[config.mk]
export PLATFORM = sky130hd
export DESIGN_NAME = rmq_sqrt_pipe
export DESIGN_NICKNAME = d
export VERILOG_FILES = /design/src/rtl/core/rmq_sqrt_pipe.sv
export SDC_FILE = /design/constraint.sdc
export NUM_CORES = 1
export LEC_CHECK = 0
export ABC_AREA = 1
export BUFFER_PORTS_ARGS = -buffer_cell sky130_fd_sc_hd__buf_2
export CAP_MARGIN = 0
export CELL_PAD_IN_SITES_DETAIL_PLACEMENT = 0
export CELL_PAD_IN_SITES_GLOBAL_PLACEMENT = 2
export CORE_UTILIZATION = 27
export DETAILED_ROUTE_END_ITERATION = 12
export PLACE_DENSITY_LB_ADDON = 0.1
export SYNTH_ARGS = -nofsm -noshare
export SYNTH_HDL_FRONTEND = slang
export SYNTH_SLANG_ARGS = --single-unit
[constraint.sdc]
create_clock -name clk_i -period 2.1 [get_ports clk_i]
set_clock_uncertainty 0.05 [all_clocks]
set_input_delay 0.42 -clock clk_i [delete_from_list [all_inputs] [get_ports clk_i]]
set_output_delay 0.42 -clock clk_i [all_outputs]
set_load 0.02 [all_outputs]
[src/rtl/core/rmq_sqrt_pipe.sv]
module rmq_sqrt_pipe #(
  parameter int unsigned RW     = 16,
  parameter int unsigned SIDE_W = 53
) (
  input  logic              clk_i,
  input  logic              rst_ni,
  input  logic              vld_i,
  input  logic [2*RW-1:0]   rad_i,
  input  logic [SIDE_W-1:0] side_i,
  output logic              vld_o,
  output logic [RW-1:0]     root_o,
  output logic [SIDE_W-1:0] side_o
);

  logic              vld_q  [RW];
  logic [2*RW-1:0]   rad_q  [RW];
  logic [RW+1:0]     rem_q  [RW];
  logic [RW-1:0]     root_q [RW];
  logic [SIDE_W-1:0] side_q [RW];

  // One root bit per stage, two radicand bits consumed per stage
  for (genvar j = 0; j < RW; j++) begin : g_stage
    logic              vld_in;
    logic [2*RW-1:0]   rad_in;
    logic [RW+1:0]     rem_in;
    logic [RW-1:0]     root_in;
    logic [SIDE_W-1:0] side_in;
    logic [RW+1:0]     rem_sh, trial, rem_d;
    logic [RW-1:0]     root_d;
    logic              ge;

    if (j == 0) begin : g_first
      assign vld_in  = vld_i;
      assign rad_in  = rad_i;
      assign rem_in  = '0;
      assign root_in = '0;
      assign side_in = side_i;
    end else begin : g_next
      assign vld_in  = vld_q[j-1];
      assign rad_in  = rad_q[j-1];
      assign rem_in  = rem_q[j-1];
      assign root_in = root_q[j-1];
      assign side_in = side_q[j-1];
    end

    always_comb begin
      rem_sh = {rem_in[RW-1:0], rad_in[2*(RW-1-j)+1 -: 2]};
      trial  = {root_in, 2'b01};
      ge     = rem_sh >= trial;
      rem_d  = ge ? rem_sh - trial : rem_sh;
      root_d = {root_in[RW-2:0], ge};
    end

    always_ff @(posedge clk_i or negedge rst_ni) begin
      if (!rst_ni) begin
        vld_q[j] <= 1'b0;
      end else begin
        vld_q[j] <= vld_in;
      end
    end

    always_ff @(posedge clk_i) begin
      rad_q[j]  <= rad_in;
      rem_q[j]  <= rem_d;
      root_q[j] <= root_d;
      side_q[j] <= side_in;
    end
  end

  assign vld_o  = vld_q[RW-1];
  assign root_o = root_q[RW-1];
  assign side_o = side_q[RW-1];

endmodule

==> metrics.md <==
| Metric | Value |
|---|---|
| Total of fill cells in the finished design | `16000` |
| Cell chain of the critical path | `inv_1, ha_1, nand2_2, inv_1, nand2_1, nand2_1, inv_1, nand3_2, nand2_2, nand2_4, buf_4, nand2_1, o21ai_0` |
| Net count of the finished layout | `4880` |
| Sink of the worst hold path | `side_q[0][24]$_DFF_P_` |
| Reg2Reg Setup Slack | `0.11 ns` |
| Count of unique library cells instantiated by Yosys | `48` |
| Required time at the worst-slack endpoint | `around 2.7 ns` |
| P per Cell Area | `1380 nW/um^2` |
| Standard cell area after detailed placement | `around 47000 sq um` |
| Crit-path max FO | `5` |
| Iteration count of the initial detailed-routing pass | `5` |
| Clock tree from TritonCTS | `done` |
| Top-level port count | `158` |
| Pins Over Slew Limit | `0` |
| Syn avg cell area | `10.4 sq um` |
| Number of cell instances on the worst register-to-register path | `13` |
| Max incr delay on CP | `0.37 ns` |
| Average routed wire per standard cell | `13.4 microns` |
| Critical register-to-register path endpoint | `rem_q[11][1]$_DFF_P_` |
| Hold Violations, Final | `0` |
| Top Family by Delay on Critical Path | `simple AND/OR/NAND/NOR gates` |
| Min-Delay Path Depth | `2` |
| Number of levels in the clock H-tree | `4` |
| Area growth, synth to finish | `26.2%` |
| Amount of wire on met2 after detailed routing | `40000 microns` |
| Cell accounting for the most synthesized area | `dfxtp_1` |
| Min Clock Period, post-route | `1.99 ns` |
| RSZ-0062 raised after global routing | `true` |
| Synth Instances | `4093` |
| Final non-filler cell total | `6818` |
| Overflow left after global routing | `0` |
| Via count of the first global-routing pass | `25700` |
| Start point of the worst min-delay path | `side_i[24]` |
| DRT met1 WL | `45600 microns` |
| Dpl hpwl | `67800 microns` |
| Maximum clock frequency | `0.502 GHz` |
| CP Data Arrival Time | `approximately 2.6 ns` |
| Total area of multi-input combinational cells | `10900 sq um` |
| # clock sinks | `1464` |
| Final wirelength | `91400 microns` |
| CP max stage cell | `dfxtp_2` |
| Number of enable-type register cells in the synthesized netlist | `0` |
| Path type of the worst min-delay path | `input pin to flop` |
| Post-route DRC violation count | `0` |
| Max clock buf depth | `3` |
| Final std cell area, no fill | `53700 sq um` |
| Most frequent cell after synthesis | `dfxtp_1` |
| Routability congestion estimate | `about 0.77` |
| Slew HR | `54.3%` |
| Vertical die dimension | `399 microns` |
| DRT iter0 DRCs | `1087` |
| Async set-or-reset flop fraction in the synthesized netlist | `1.09%` |
| # Max-Cap Violations | `0` |
| Post-synth net total | `4333` |
| Wire length of the first global-routing pass | `142000 microns` |
| Most numerous cell types in the synthesized netlist | `dfxtp_1 (1448), nand2_1 (959), inv_1 (567)` |
| Area of the placeable core | `between 150000 and 200000 sq um` |
| Count of state elements after synthesis | `1464` |
| Antenna-violating nets left | `0` |
| Final setup vio count | `0` |
| Tot GR Track Use | `11.5%` |
| Top cells by area in the synthesized netlist | `dfxtp_1 (68%), nand2_1 (8.5%), inv_1 (5.0%)` |
| Share of final-layout standard cells stronger than drive strength 1 | `15.6%` |
| Worst Tran Pin Value | `0.683 ns` |
| Post-synth design cell area | `about 43000 sq um` |
| Buffer and inverter count on the worst path | `4` |
| TritonCTS buffer count | `157` |
| Total via count after detailed routing | `25700` |
| Detailed-route vias per instance | `3.77` |
| Critical Path Source Type | `flop` |
| Setup TNS after final layout | `0 ns` |
| Initial core utilization | `27.2%` |
| Antenna violations before repair | `3` |
| Root buffer selected by CTS | `clkbuf_16` |
| Largest net degree at the start of global routing | `20` |
| Cell count after placement | `approximately 6400` |
| Worst IR Drop VDD | `0.763 mV` |
| Die Width | `approximately 400 microns` |
| Top Metal Used | `met5` |
| Final worst-path cycle share | `94.9%` |
| Static Leak | `25.7 nW` |
| Top cell type's share of synthesized area | `68.1%` |
| Main synth FF type | `dfxtp_1` |
| Synth warn | `0` |
| Die area | `approximately 160000 sq um` |
| Launch instance of the worst register-to-register path | `root_q[5][7]$_DFF_P_` |
| Clock Latency Late Sink | `0.80 ns` |
| Worst setup path category | `flop to flop` |
| Run status | `finished clean` |
| Share of the yosys chip area belonging to registers | `between 60% and 70%` |
| Detailed-routed wire length on met3 | `3440 microns` |
| Worst slack on hold paths | `slightly below 0.2 ns` |
| Buffers added on ports | `157` |
| Sequential cell area | `29400 sq um` |
| Kind of capture point of the worst setup path | `flop` |
| Row cnt | `between 100 and 150` |
| Clock-pin slew on the worst setup and hold paths | `0.06 ns` |
==> cell usage in the layout, fill, tap and decap left out, types with 50 or more instances in the layout <==
cell           count
o21ai_0           54
buf_4            153
nor2_1           195
nand3_1          211
dfxtp_1         1439
clkbuf_16        157
nand4_1           50
a21oi_1           90
buf_2            158
nand2_1          952
ha_1             141
inv_1            567
xor2_1            58
dlygate4sd3_1     89
==> kinds of logic (layout without fill, tap and decap cells) <==
kind of cell	Yosys count	after routing	share of synthesized area, %
buffers and inverters	605	1270	5.65
and+or+nand+nor	1565	1565	16.0
adders and majority gates	152	152	4.47
AOI/OAI and AO/OA	216	216	2.97
xor gates and xnor gates	90	90	1.85
other	1	3	0.00882
DFF	1464	1464	69.1
==> how the worst max path moves through the flow <==
stage,start,endpoint,slack (ns),depth (start not counted)
after floorplan,root_q[1][17]$_DFF_P_,rem_q[4][3]$_DFF_P_,0.38,9
after global placement,root_q[4][16]$_DFF_P_,rem_q[10][9]$_DFF_P_,-0.19,11
after detailed placement,root_q[4][16]$_DFF_P_,rem_q[10][9]$_DFF_P_,-0.13,11
after CTS,root_q[5][0]$_DFF_P_,rem_q[11][3]$_DFF_P_,0.002,11
after global routing,root_q[6][16]$_DFF_P_,rem_q[14][13]$_DFF_P_,-0.03,12
final,root_q[5][7]$_DFF_P_,rem_q[11][1]$_DFF_P_,0.11,13
==> area by class of cell <==
cell class	count	area share [%]
clock buffers	208	8.12
multi-input cells	2024	20.4
flip-flops and latches	1464	54.8
well taps	2058	4.80
clock inverters	69	2.11
repair buffers	414	5.71
inverters	579	4.09
diodes	2	0.00932
==> through the flow <==
stage	utilization (%)	setup slack [ns]	total power, mW
floorplan	-	0.385	41.0
global placement	30.0	-0.192	46.4
detailed placement	30.0	-0.134	46.3
CTS	34.1	0.00197	75.3
global route	34.3	-0.0278	78.6
finish	34.3	0.108	73.8
==> registers in the layout (all words and copies together) (netlist names) <==
signal,flops
vld_o,1
rad_q,240
side_q,848
g_stage.vld_in,15
root_q,136
rem_q,224
==> where the power goes <==
group | leakage (nW) | switching (mW) | total, mW | internal, mW
clock network | 2.62 | 11.6 | 28.2 | 16.6
registers | 12.4 | 1.87 | 32.8 | 30.9
logic | 10.7 | 7.81 | 12.9 | 5.05
==> metal layers <==
layer	GRT usage, %	vias up
li1	-	13700
met1	15.5	11400
met2	18.1	335
met3	2.71	177
met4	3.89	4
met5	0	-
==> what timing repair did <==
action                                  4_1_cts  5_1_grt
endpoints found under the setup margin       46      112
cloned                                        0        2
endpoints found under the hold margin       103        0
hold buffers                                 89        0
pin swaps                                     2        5
gates resized for setup                      12       59
setup buffers                                 1        4
==> worst reg2reg max path, stage by stage, from the launching register on <==
cell and delay, ns:
dfxtp_2 0.37, inv_1 0.05, ha_1 0.35, nand2_2 0.14, inv_1 0.05, nand2_1 0.07
nand2_1 0.09, inv_1 0.11, nand3_2 0.09, nand2_2 0.08, nand2_4 0.09, buf_4 0.17
nand2_1 0.05, o21ai_0 0.07
Power figures use the tool's default switching activity.
