### src/rtl/core/rmq_pkg.sv
package rmq_pkg;

  // Width of one matrix element and one quaternion component
  localparam int unsigned ElemW = 16;
  // Sum or difference of two elements
  localparam int unsigned DiffW = ElemW + 1;
  // Number of divided components per item
  localparam int unsigned Lanes = 3;

  typedef enum logic [1:0] {
    CASE_TRACE = 2'd0,
    CASE_X     = 2'd1,
    CASE_Y     = 2'd2,
    CASE_Z     = 2'd3
  } pivot_case_e;

endpackage

### src/rtl/core/rmq_div_pipe.sv
module rmq_div_pipe #(
  parameter int unsigned FRAC_BITS = 14,
  parameter int unsigned PW        = 16,
  parameter int unsigned SIDE_W    = 18
) (
  input  logic                                 clk_i,
  input  logic                                 rst_ni,
  input  logic                                 vld_i,
  input  logic signed [rmq_pkg::DiffW-1:0]     d_i    [rmq_pkg::Lanes],
  input  logic        [PW-1:0]                 p_i,
  input  logic        [SIDE_W-1:0]             side_i,
  output logic                                 vld_o,
  output logic        [FRAC_BITS+1:0]          quot_o [rmq_pkg::Lanes],
  output logic                                 ovf_o  [rmq_pkg::Lanes],
  output logic                                 neg_o  [rmq_pkg::Lanes],
  output logic        [SIDE_W-1:0]             side_o
);
  import rmq_pkg::*;

  localparam int unsigned QW   = FRAC_BITS + 2;
  localparam int unsigned NUMW = DiffW + FRAC_BITS + 1;
  localparam int unsigned DENW = PW + 2;
  localparam int unsigned DW   = ((NUMW > DENW + QW) ? NUMW : DENW + QW) + 1;
  localparam int unsigned NS   = QW + 1;

  // Input stage: numerator with rounding term, divisor 4p
  logic              in_vld_q;
  logic [DW-1:0]     in_num_q [Lanes];
  logic              in_neg_q [Lanes];
  logic [DENW-1:0]   in_den_q;
  logic [SIDE_W-1:0] in_side_q;

  always_ff @(posedge clk_i or negedge rst_ni) begin
    if (!rst_ni) begin
      in_vld_q <= 1'b0;
    end else begin
      in_vld_q <= vld_i;
    end
  end

  always_ff @(posedge clk_i) begin
    for (int k = 0; k < Lanes; k++) begin
      logic [DiffW-1:0] mag;
      mag = d_i[k][DiffW-1] ? DiffW'(-d_i[k]) : DiffW'(d_i[k]);
      in_num_q[k] <= (DW'(mag) << FRAC_BITS) + (DW'(p_i) << 1);
      in_neg_q[k] <= d_i[k][DiffW-1];
    end
    in_den_q  <= {p_i, 2'b00};
    in_side_q <= side_i;
  end

  logic              vld_q  [NS];
  logic [DW-1:0]     rem_q  [NS][Lanes];
  logic [QW-1:0]     quo_q  [NS][Lanes];
  logic              ovf_q  [NS][Lanes];
  logic              neg_q  [NS][Lanes];
  logic [DENW-1:0]   den_q  [NS];
  logic [SIDE_W-1:0] side_q [NS];

  // First stage only detects a quotient beyond QW bits; then one bit per stage
  for (genvar s = 0; s < NS; s++) begin : g_stage
    localparam int unsigned B = QW - s;
    logic              vld_in;
    logic [DW-1:0]     rem_in [Lanes];
    logic [QW-1:0]     quo_in [Lanes];
    logic              ovf_in [Lanes];
    logic              neg_in [Lanes];
    logic [DENW-1:0]   den_in;
    logic [SIDE_W-1:0] side_in;
    logic [DW-1:0]     den_sh;

    if (s == 0) begin : g_first
      assign vld_in  = in_vld_q;
      assign rem_in  = in_num_q;
      assign quo_in  = '{default: '0};
      assign ovf_in  = '{default: 1'b0};
      assign neg_in  = in_neg_q;
      assign den_in  = in_den_q;
      assign side_in = in_side_q;
    end else begin : g_next
      assign vld_in  = vld_q[s-1];
      assign rem_in  = rem_q[s-1];
      assign quo_in  = quo_q[s-1];
      assign ovf_in  = ovf_q[s-1];
      assign neg_in  = neg_q[s-1];
      assign den_in  = den_q[s-1];
      assign side_in = side_q[s-1];
    end

    assign den_sh = DW'(den_in) << B;

    always_ff @(posedge clk_i or negedge rst_ni) begin
      if (!rst_ni) begin
        vld_q[s] <= 1'b0;
      end else begin
        vld_q[s] <= vld_in;
      end
    end

    always_ff @(posedge clk_i) begin
      for (int k = 0; k < Lanes; k++) begin
        if (s == 0) begin
          rem_q[s][k] <= rem_in[k];
          quo_q[s][k] <= quo_in[k];
          ovf_q[s][k] <= rem_in[k] >= den_sh;
        end else if (rem_in[k] >= den_sh) begin
          rem_q[s][k] <= rem_in[k] - den_sh;
          quo_q[s][k] <= quo_in[k] | (QW'(1) << B);
          ovf_q[s][k] <= ovf_in[k];
        end else begin
          rem_q[s][k] <= rem_in[k];
          quo_q[s][k] <= quo_in[k];
          ovf_q[s][k] <= ovf_in[k];
        end
        neg_q[s][k] <= neg_in[k];
      end
      den_q[s]  <= den_in;
      side_q[s] <= side_in;
    end
  end

  assign vld_o  = vld_q[NS-1];
  assign quot_o = quo_q[NS-1];
  assign ovf_o  = ovf_q[NS-1];
  assign neg_o  = neg_q[NS-1];
  assign side_o = side_q[NS-1];

endmodule

### config.mk
export PLATFORM = sky130hd
export DESIGN_NAME = rmq_div_pipe
export DESIGN_NICKNAME = d
export VERILOG_FILES = /design/src/rtl/core/rmq_pkg.sv /design/src/rtl/core/rmq_div_pipe.sv
export SDC_FILE = /design/constraint.sdc
export NUM_CORES = 2
export LEC_CHECK = 0
export ABC_CLOCK_PERIOD_IN_PS = 7000
export BUFFER_PORTS_ARGS = -buffer_cell sky130_fd_sc_hd__buf_4
export CORE_MARGIN = 4
export CORE_UTILIZATION = 60
export CTS_CLUSTER_SIZE = 28
export DETAILED_ROUTE_END_ITERATION = 8
export HOLD_SLACK_MARGIN = 0.08
export PLACE_DENSITY = 0.77
export SLEW_MARGIN = 20
export SYNTH_ARGS = -nofsm -noshare
export SYNTH_HDL_FRONTEND = slang
export SYNTH_SLANG_ARGS = --single-unit
### constraint.sdc
create_clock -name clk_i -period 7 [get_ports clk_i]
set_input_delay 0.35 -clock clk_i [delete_from_list [all_inputs] [get_ports clk_i]]
set_output_delay 0.35 -clock clk_i [all_outputs]
set_load 0.01 [all_outputs]
==> metrics.md <==
| Metric | Value |
|---|---|
| Initial antenna violation count | `7` |
| Core Util, Final | `between 60% and 70%` |
| H-tree Lvls | `4` |
| Antenna viol nets, final | `0` |
| Grt ovf | `0` |
| Layout Nets | `approximately 12k` |
| Setup TNS | `0 ns` |
| CP Class | `in2reg` |
| RSZ-0062 raised after global routing | `false` |
| DR vias | `about 77k` |
| Crit share post-route | `a little over three fifths` |
| Wirelength per Cell | `~22 um` |
| Crit path top cell by count | `dlygate4sd3_1` |
| WHS Path Cells | `2` |
| FF+latch count, synth | `around 2.4k` |
| Root Driver | `clkbuf_16` |
| Worst Reg-to-Reg Cells | `12` |
| Outcome | `completed` |
| Synthesized area | `roughly 0.1 sq mm` |
| Crit path time final | `approximately 4.4 ns` |
| Power consumption | `between 50000 and 60000 uW` |
| CTS tree | `yes` |
| Clock Skews | `approximately 0.075 ns` |
| Tot GR Track Use | `32.13%` |
| Crit-path max FO | `8` |
| Max VDD drop | `about 0.00036 V` |
| Die height | `~420 um` |
| Min Hold Slack | `~0.12 ns` |
| Fmax | `0.2275 GHz` |
| Yosys warns | `0` |
| Starting Density | `about three fifths` |
| Worst path arrival time | `5.17 ns` |
| Final hold vios | `0` |
| Share of cells above drive strength 1 | `between 8 and 9%` |
| Post-CTS setup buffer count | `0` |
| Drt first pass iters | `6` |
| Num CTS Buffers | `roughly 220` |
| Min setup slack post-route | `between 2 and 3 ns` |
| Via-to-Cell Ratio | `about 5.9` |
| Port-buffer cells | `between 150 and 200` |
| Leak Pwr | `slightly below 0.05 uW` |
| Worst-path cell chain | `dlygate4sd3_1 -> buf_4 -> inv_1 -> ha_1 -> or4b_1 -> or3_1 -> or4_1 -> nor3_1 -> o21ai_0 -> dlygate4sd3_1 -> a21oi_1 -> dlygate4sd3_1 -> nand2_1 -> dlygate4sd3_1 -> xor2_1` |
| CTS clk-pin slew, worst paths | `around 0.060 ns` |
| Max cap viols | `0` |
| Relative slew margins | `a little over a fifth` |
| DP HPWL | `around 220 mm` |
| CP Capture Type | `flop` |
| Die ar. | `around 0.18 sq mm` |
| GP Congestion | `around 0.96` |
| Die Width | `between 400 and 500 um` |
| Max-slew violation count | `0` |
| # rows | `150` |
| First-pass GRT wire length | `438.9 mm` |
| Area growth from synthesis to layout | `13.17%` |
| Top Ports | `~160` |
| Startpoint types | `input port` |
| Seq/Total Area, Yosys | `between 40% and 50%` |
| DP Worst Slack | `around 2.7 ns` |
| # setup viols final | `0` |
| Core ar. | `~0.17 sq mm` |
| Commonest register cell after synthesis | `dfxtp_1` |
| Worst slew pin tran | `1.178 ns` |
| Post-synth EDFFs | `0` |
| DR DRC count | `0` |
| Syn avg cell area | `9.790 sq um` |
| Initial DRC Count | `5441` |
| Post-Synthesis Cells | `about 10k` |
| Min-Delay Path Class | `in2reg` |
| Latest clock arrival within the worst-skew pair | `between 0.8 and 0.9 ns` |
| WP data required | `between 7 and 8 ns` |
| Vias in the first global route | `roughly 77k` |
| Longest Clk Path Bufs | `3` |
| Fraction of registers with async set/reset | `0.7569%` |
| Crit-path slowest cell | `or4_1` |
| Clock sinks | `2378` |
| Synth cell types | `slightly below 100` |
| P per Cell Area | `about 500 mW/mm^2` |
| Biggest cell delay along the critical path | `0.58 ns` |
| Routed Wire Length | `just under 300 mm` |
| Largest net degree at the start of global routing | `36` |
[cells in the final DEF (no fill, tap or decap), types with 198 or more instances in the layout]
cell / instances
nor2_1: 745
nor3_1: 239
a21oi_1: 741
xor2_1: 477
clkbuf_16: 225
mux2_2: 201
o21ai_0: 590
xnor2_1: 516
dfxtp_1: 2360
ha_1: 794
nand2_1: 681
inv_1: 511
a21o_1: 279
buf_4: 198
[synthesized netlist by cell type (28+ instances only)]
cell type	instances	area share, %
a211oi_1	65	0.48
a21o_1	279	2.1
a21oi_1	742	3.7
a31oi_1	64	0.40
and2_1	39	0.24
and3_1	56	0.35
clkbuf_1	132	0.49
dfxtp_1	2360	47
fa_1	48	0.95
ha_1	794	9.8
inv_1	511	1.9
mux2_2	201	2.2
nand2_1	681	2.5
nand2b_1	166	1.0
nand3_1	171	0.84
nand4_1	111	0.69
nor2_1	746	2.8
nor2b_1	134	0.83
nor3_1	242	1.2
nor4_1	165	1.0
o211ai_1	42	0.31
o21a_1	124	0.92
o21ai_0	591	2.9
o21bai_1	78	0.58
o31ai_1	76	0.56
o41ai_1	28	0.24
or2_2	47	0.29
or3_1	101	0.62
or4_1	74	0.55
xnor2_1	516	4.5
xor2_1	477	4.1
[where the power goes]
| group | leakage [uW] | switching (uW) | internal [uW] |
|---|---|---|---|
| Combinational | 0.0254 | 12200 | 9570 |
| Clock | 0.00392 | 5490 | 7530 |
| Sequential | 0.0200 | 3390 | 17600 |
| Total | 0.0493 | 21100 | 34700 |
[cell families (layout without fill, tap and decap cells)]
family                   after synthesis  in the layout  share of synthesized area [%]
adder cells (fa/ha/maj)              842            842                          10.75
XOR/XNOR                             994            994                          8.597
flip-flops                          2378           2378                          47.06
multiplexers                         220            220                          2.421
AND/OR/NAND/NOR                     2858           2858                          14.00
other                                  1              6                       0.003700
AO/OA/AOI/OAI                       2378           2378                          14.62
buffers and inverters                682           1285                          2.553
[routing by layer]
metal  global-route usage [%]  up-vias  wire, um
li1                         -    37370         -
met1                    35.92    36600    111100
met2                    56.89     2444    141700
met3                    4.913      770     14960
met4                    20.83        8     21540
met5                        0        -        52
[per-stage QoR]
stage	cell area, sq um	instances
floorplan	101400	10360
global placement	105000	12590
detailed placement	105000	12590
CTS	114700	13160
global route	114700	13160
finish	114700	13170
[state kept, by name, indices dropped and copies added (netlist names)]
name,cells
den_q,114
g_stage.den_in,16
g_stage.neg_in,3
g_stage.rem_in,54
g_stage.side_in,18
g_stage.vld_in,17
neg_q,51
ovf_q,51
quo_q,408
rem_q,1339
side_q,306
vld_o,1
[worst max-delay path, delay by kind of cell]
kind / cells / cell delay (ns)
AOI/OAI and AO/OA: 2 / 0.28
buffers and inverters: 6 / 2.47
xor gates and xnor gates: 1 / 0.14
adders and majority gates: 1 / 0.19
and+or+nand+nor: 5 / 1.72
[timing repair]
| item | in CTS | in global routing |
|---|---|---|
| hold buffers | 152 | 0 |
| endpoints found under the hold margin | 106 | 0 |
| gates resized for setup | 0 | 0 |
[layout make-up]
cell class	count	area [sq um]
Tap cell	2204	2758
Timing Repair Buffer	350	3008
Fill cell	12640	52900
Clock buffer	293	6266
Sequential cell	2378	47700
Antenna cell	3	7.507
Inverter	515	1933
Clock inverter	127	1848
Multi-Input combinational cell	7295	51180
[final timing paths]
path	slack, ns	to	startpoint
worst max-delay path	2.60	g_stage[0].rem_in[29]	d_i[1]
worst min-delay path	0.12	g_stage[0].vld_in	vld_i
worst max register to register	2.68	rem_q[7][69]	rem_q[6][81]
worst min register to register	0.27	quo_q[8][25]	quo_q[7][25]
max in group asynchronous	5.82	g_stage[16].vld_in	rst_ni
min in group asynchronous	0.67	g_stage[1].vld_in	rst_ni
(Power assumes the default switching activity.)
