===== src/rtl/core/rmq_pkg.sv =====
package rmq_pkg;

  // Width of one matrix element and one quaternion component
  localparam int unsigned ElemW = 16;
  // Sum or difference of two elements
  localparam int unsigned DiffW = ElemW + 1;
  // Number of divided components per item
  localparam int unsigned Lanes = 3;

  typedef enum logic [1:0] {
    CASE_TRACE = 2'd0,
    CASE_X     = 2'd1,
    CASE_Y     = 2'd2,
    CASE_Z     = 2'd3
  } pivot_case_e;

endpackage


===== src/rtl/core/rmq_prep.sv =====
module rmq_prep #(
  parameter int unsigned FRAC_BITS = 14,
  parameter int unsigned SW        = 19,
  parameter int unsigned RW        = 16
) (
  input  logic                                    clk_i,
  input  logic                                    rst_ni,
  input  logic                                    vld_i,
  input  logic signed [rmq_pkg::ElemW-1:0]        xx_i,
  input  logic signed [rmq_pkg::ElemW-1:0]        xy_i,
  input  logic signed [rmq_pkg::ElemW-1:0]        xz_i,
  input  logic signed [rmq_pkg::ElemW-1:0]        yx_i,
  input  logic signed [rmq_pkg::ElemW-1:0]        yy_i,
  input  logic signed [rmq_pkg::ElemW-1:0]        yz_i,
  input  logic signed [rmq_pkg::ElemW-1:0]        zx_i,
  input  logic signed [rmq_pkg::ElemW-1:0]        zy_i,
  input  logic signed [rmq_pkg::ElemW-1:0]        zz_i,
  output logic                                    vld_o,
  output rmq_pkg::pivot_case_e                    case_o,
  output logic        [2*RW-1:0]                  rad_o,
  output logic signed [rmq_pkg::DiffW-1:0]        d_o [rmq_pkg::Lanes]
);
  import rmq_pkg::*;

  logic signed [SW-1:0] xx, yy, zz, tr, one, s, s_pos;
  logic signed [DiffW-1:0] yz_m_zy, zx_m_xz, xy_m_yx, yx_p_xy, zx_p_xz, zy_p_yz;
  pivot_case_e case_d;
  logic signed [DiffW-1:0] d_d [Lanes];

  logic                    vld_q;
  pivot_case_e             case_q;
  logic        [2*RW-1:0]  rad_q;
  logic signed [DiffW-1:0] d_q [Lanes];

  always_comb begin
    xx  = SW'(xx_i);
    yy  = SW'(yy_i);
    zz  = SW'(zz_i);
    one = SW'(1) <<< FRAC_BITS;
    tr  = xx + yy + zz;
    yz_m_zy = DiffW'(yz_i) - DiffW'(zy_i);
    zx_m_xz = DiffW'(zx_i) - DiffW'(xz_i);
    xy_m_yx = DiffW'(xy_i) - DiffW'(yx_i);
    yx_p_xy = DiffW'(yx_i) + DiffW'(xy_i);
    zx_p_xz = DiffW'(zx_i) + DiffW'(xz_i);
    zy_p_yz = DiffW'(zy_i) + DiffW'(yz_i);
    if (tr > 0) begin
      case_d = CASE_TRACE;
      s      = one + tr;
      d_d[0] = yz_m_zy;
      d_d[1] = zx_m_xz;
      d_d[2] = xy_m_yx;
    end else if (xx > yy && xx > zz) begin
      case_d = CASE_X;
      s      = one + xx - yy - zz;
      d_d[0] = yx_p_xy;
      d_d[1] = zx_p_xz;
      d_d[2] = yz_m_zy;
    end else if (yy > zz) begin
      case_d = CASE_Y;
      s      = one + yy - xx - zz;
      d_d[0] = yx_p_xy;
      d_d[1] = zy_p_yz;
      d_d[2] = zx_m_xz;
    end else begin
      case_d = CASE_Z;
      s      = one + zz - xx - yy;
      d_d[0] = zx_p_xz;
      d_d[1] = zy_p_yz;
      d_d[2] = xy_m_yx;
    end
    s_pos = (s > 0) ? s : '0;
  end

  always_ff @(posedge clk_i or negedge rst_ni) begin
    if (!rst_ni) begin
      vld_q <= 1'b0;
    end else begin
      vld_q <= vld_i;
    end
  end

  always_ff @(posedge clk_i) begin
    case_q <= case_d;
    rad_q  <= (2*RW)'(s_pos[SW-2:0]) << FRAC_BITS;
    d_q    <= d_d;
  end

  assign vld_o  = vld_q;
  assign case_o = case_q;
  assign rad_o  = rad_q;
  assign d_o    = d_q;

endmodule


===== config.mk =====
export PLATFORM = sky130hd
export DESIGN_NAME = rmq_prep
export DESIGN_NICKNAME = d
export VERILOG_FILES = /design/src/rtl/core/rmq_pkg.sv /design/src/rtl/core/rmq_prep.sv
export SDC_FILE = /design/constraint.sdc
export NUM_CORES = 1
export LEC_CHECK = 0
export ABC_AREA = 1
export BUFFER_PORTS_ARGS = -buffer_cell sky130_fd_sc_hd__buf_2
export CORE_ASPECT_RATIO = 1.4
export CORE_MARGIN = 10
export CORE_UTILIZATION = 58
export CTS_CLUSTER_DIAMETER = 50
export DETAILED_ROUTE_END_ITERATION = 8
export HOLD_SLACK_MARGIN = 0.06
export PLACE_DENSITY = 0.81
export SLEW_MARGIN = 0
export SYNTH_ARGS = -nofsm -noshare
export SYNTH_HDL_FRONTEND = slang
export SYNTH_SLANG_ARGS = --single-unit
export TNS_END_PERCENT = 30

===== constraint.sdc =====
create_clock -name clk_i -period 0.9 [get_ports clk_i]
set_input_delay 0.045 -clock clk_i [delete_from_list [all_inputs] [get_ports clk_i]]
set_output_delay 0.045 -clock clk_i [all_outputs]
set_load 0.01 [all_outputs]

==> results of run 1 <==
-- routing by layer --
layer	track usage, %	overflow
met1	53.4	0
met2	80.0	2
met3	34.1	0
met4	56.5	3
met5	8.59	0
-- kinds of logic after synthesis --
| kind of cell | after synthesis | share of synthesized area (%) |
|---|---|---|
| simple gates | 798 | 22.9 |
| xor+xnor | 120 | 7.02 |
| fa+ha+maj | 372 | 35.0 |
| buf+inv | 412 | 11.1 |
| other cells | 1 | 0.0250 |
| flops | 72 | 9.66 |
| compound gates | 376 | 14.3 |
-- Yosys cell counts, drive strengths merged (8+ instances only) --
library cell	instances	area share, %
a21boi	14	0.70
a21o	8	0.40
a21oi	177	5.9
buf	34	1.6
clkbuf	27	0.68
dfxtp	71	9.5
fa	78	10
ha	294	25
inv	350	8.8
nand2	450	12
nand3	105	3.8
nand3b	9	0.45
nand4	30	1.3
nor2	177	4.9
nor3	18	0.63
o211ai	14	0.70
o21ai	99	3.3
o21bai	8	0.40
o221ai	11	0.64
o22ai	8	0.33
o31ai	10	0.50
xnor2	16	0.94
xor2	104	6.1
-- metrics by stage --
stage | instance area, sq um | hold WS, ns | instances
3_3_place_gp | 20900 | -0.180 | 3253
3_5_place_dp | 20900 | -0.180 | 3253
2_1_floorplan | 15100 | -0.251 | 2164
4_1_cts | 22100 | 0.0876 | 3310
-- timing repair --
action                                  in CTS
cloned                                       7
pin swaps                                   38
endpoints found under the setup margin      71
gates resized for setup                    111
buffers inserted                            31
hold buffers                                 3
hold endpoints to repair                     2
==> metrics, run 1 <==
Fail Step global routing; Unique masters post-synth 54; status did not finish; I/O pins 233; # rows 69; grt total ovfl 5; H-tree Lvls 3; Worst EP kind sequential cell input; Die X 156 microns; initial core utilization between 50% and 60%; total track usage approximately 56%; Num CTS Buffers 9; error that ended the run [ERROR GRT-0232] Routing congestion too high. Check the congestion heatmap in the GUI.; largest net degree at the start of global routing 22; Sink Count 72; hpwl dp about 54,000 microns; synthesized flop and latch total 72; # port buffers approximately 220; pre-CTS WS -3.23 ns; ys flop type dfxtp_1; Die Height 210 microns; worst setup endpoint GRT rad_o[23]$_SDFF_PP0_/D; async set or reset register ratio after synthesis roughly 1.4%; YS warnings 0; syn avg cell area 6.96 sq um; mapped cell area between 0.01 and 0.015 sq mm; Longest Clk Path Bufs 2; Synth Instances between 2k and 2.5k; register area share after synthesis a little under 10%; CTS Root Cell clkbuf_16; Post-synth EDFFs 0; global placement routability congestion between 1 and 1.5
==> run 2: changes to the inputs <==
--- a/config.mk
+++ b/config.mk
@@ -7,13 +7,10 @@
 export LEC_CHECK = 0
 export ABC_AREA = 1
 export BUFFER_PORTS_ARGS = -buffer_cell sky130_fd_sc_hd__buf_2
-export CORE_ASPECT_RATIO = 1.4
 export CORE_MARGIN = 10
-export CORE_UTILIZATION = 58
-export CTS_CLUSTER_DIAMETER = 50
+export CORE_UTILIZATION = 40
 export DETAILED_ROUTE_END_ITERATION = 8
-export HOLD_SLACK_MARGIN = 0.06
-export PLACE_DENSITY = 0.81
+export PLACE_DENSITY_LB_ADDON = 0.15
 export SLEW_MARGIN = 0
 export SYNTH_ARGS = -nofsm -noshare
 export SYNTH_HDL_FRONTEND = slang
==> run 2 against run 1 <==
Against the previous run:
- the flow now finishes, with violations (negative setup slack)
- synthesized area did not move
- synthesized cell count did not move
==> metrics, run 2 <==
nets between 3k and 4k; async set or reset register ratio after synthesis 1.39%; synthesized flop and latch total roughly 70; Starting DRT DRC Count 974; RSZ-0062 raised after global routing yes; Num CTS Buffers 9; final setup violation count between 70 and 80; most common cell after layout, fill and taps aside buf_4; Critical Path End rad_o[28]; CP startpoint kind primary input; max-slew violation count 0; FMAX 0.269 GHz; share of layout cells above drive strength 1 a little over a third; Hold Path Depth 3; CP max-delay cell fa_2; global placement routability congestion about 0.99; Final Critical Period around 3.7 ns; register area share after synthesis about 9.7%; total track usage 25.1%; Final ANT Viol Nets 0; Layout area overhead 51.7%; most frequent cells in the layout buf_4 (677), nand2_1 (397), inv_1 (332); ys flop type dfxtp_1; WS Path Type primary input to register; CTS Root Cell clkbuf_16; HP Start yx_i[0]; syn avg cell area a little under 7 sq um; DRC viols 0; Worst VDD drop between 1 and 1.5 mV; mapped cell area roughly 0.015 sq mm; I/O pins around 230; Max-Cap Viols 0; Hold WC Path Type primary input to register; crit end category register; initial core utilization slightly above 40%; Unique masters post-synth 54; first drt pass iteration count 7; final worst-path cycle share 413%; # rows 70; initial antenna violation count 0; number of flip-flops in the largest register 51; failing checks negative setup slack; Die X 214 microns; Reg clk slew, reported paths around 0.060 ns; largest cells by area after synthesis ha_1 (25%), nand2_1 (11%), fa_1 (10%), dfxtp_1 (9.5%), inv_1 (8.6%); CTS tree yes; leak pwr around 0.013 uW; first-pass GRT wire length 89,900 microns; pre-CTS WS -3.31 ns; Longest Clk Path Bufs 2; vias after detailed routing 17.0k; most frequent CP cell nand2_2; Post-synth EDFFs 0; via-per-instance ratio between 4 and 5; Setup WS post-layout -2.82 ns; # port buffers about 220; YS warnings 0; Synth area leader ha_1; hpwl dp 51,700 microns; vias in the first global route 16.8k; most frequent cell after synthesis nand2_1; grt total ovfl 0; H-tree Lvls 3; Slew @ Worst Pin about 0.56 ns; WP data arrival around 4.0 ns; total core area ~0.037 sq mm; Die Height 214 microns; Synth Instances roughly 2.2k; top post-synthesis cells by count nand2_1 (439), inv_1 (344), ha_1 (294); Worst EP required between 1 and 1.5 ns; Sink Count between 70 and 80; Layout Utilization between 60 and 70%; Worst path max stage delay between 0.6 and 0.7 ns; # diodes 0; critical path peak fanout 8; Critical Path Start zz_i[3]; DIE AREA between 0.04 and 0.05 sq mm; P per Cell Area approximately 1700 mW/mm^2; hold slack between 0.1 and 0.15 ns; slew margin rel. between 60 and 70%; Routed WL roughly 60,000 microns; Final Hold Fails 0; Synth top area share between 20% and 30%; largest net degree at the start of global routing 21; DR WL/cell about 17 microns; status finished, violations left
run 2: metal layers:
| layer | up-vias | routed length [microns] | global-route usage (%) |
|---|---|---|---|
| met1 | 7853 | 28800 | 37.5 |
| met5 | - | 0 | 0 |
| met2 | 475 | 25100 | 38.3 |
| met3 | 46 | 4190 | 2.74 |
| met4 | 0 | 862 | 3.98 |
| li1 | 8628 | - | - |
run 2: worst min-delay path by stage:
stage          endpoint  slack, ns
2_1_floorplan     vld_o      -0.25
3_3_place_gp      vld_o      -0.18
3_5_place_dp      vld_o      -0.18
4_1_cts         d_o[34]       0.10
5_1_grt         d_o[34]       0.14
6_report        d_o[34]       0.14
run 2: layout make-up:
class	count	area [sq um]
Multi-Input combinational cell	1683	12500
Fill cell	3454	14100
Sequential cell	72	1460
Tap cell	468	586
Clock buffer	9	225
Inverter	351	1340
Timing Repair Buffer	914	6530
Clock inverter	7	82.6
run 2: worst max-delay path: cells and delay by family:
| kind | cells | cell delay (ns) |
|---|---|---|
| and+or+nand+nor | 26 | 2.45 |
| buffers and inverters | 3 | 0.31 |
| AOI/OAI and AO/OA | 1 | 0.16 |
| adders and majority gates | 3 | 0.97 |
run 2: power by group:
group	internal, uW	switching [uW]	total (uW)
clock	2200	1530	3730
sequential	4610	608	5220
combinational	14300	16200	30400
run 2: metrics by stage:
stage	instances	total power, uW	TNS (ns)	cell area, sq um
6_report	3504	39400	-184.29	22700
5_1_grt	3504	42300	-201.13	22700
4_1_cts	3498	38000	-179.40	22400
3_5_place_dp	3444	32300	-222.02	21500
3_3_place_gp	3444	32100	-216.07	21500
2_1_floorplan	2164	18500	-178.32	15100
run 2: logic make-up after synthesis:
logic type      after synthesis  share of synthesized area [%]
simple gates                798                           22.9
flops                        72                           9.66
buf+inv                     412                           11.1
xor+xnor                    120                           7.02
compound gates              376                           14.3
other cells                   1                         0.0250
fa+ha+maj                   372                           35.0
run 2: repair_timing:
item,CTS,global route
setup endpoints to repair,79,75
hold endpoints to repair,2,0
buffers inserted,31,6
resized for setup,66,82
gates cloned,5,0
pin swaps,30,46
hold buffers,3,0
No activity file was read; power rests on OpenSTA's default activity.
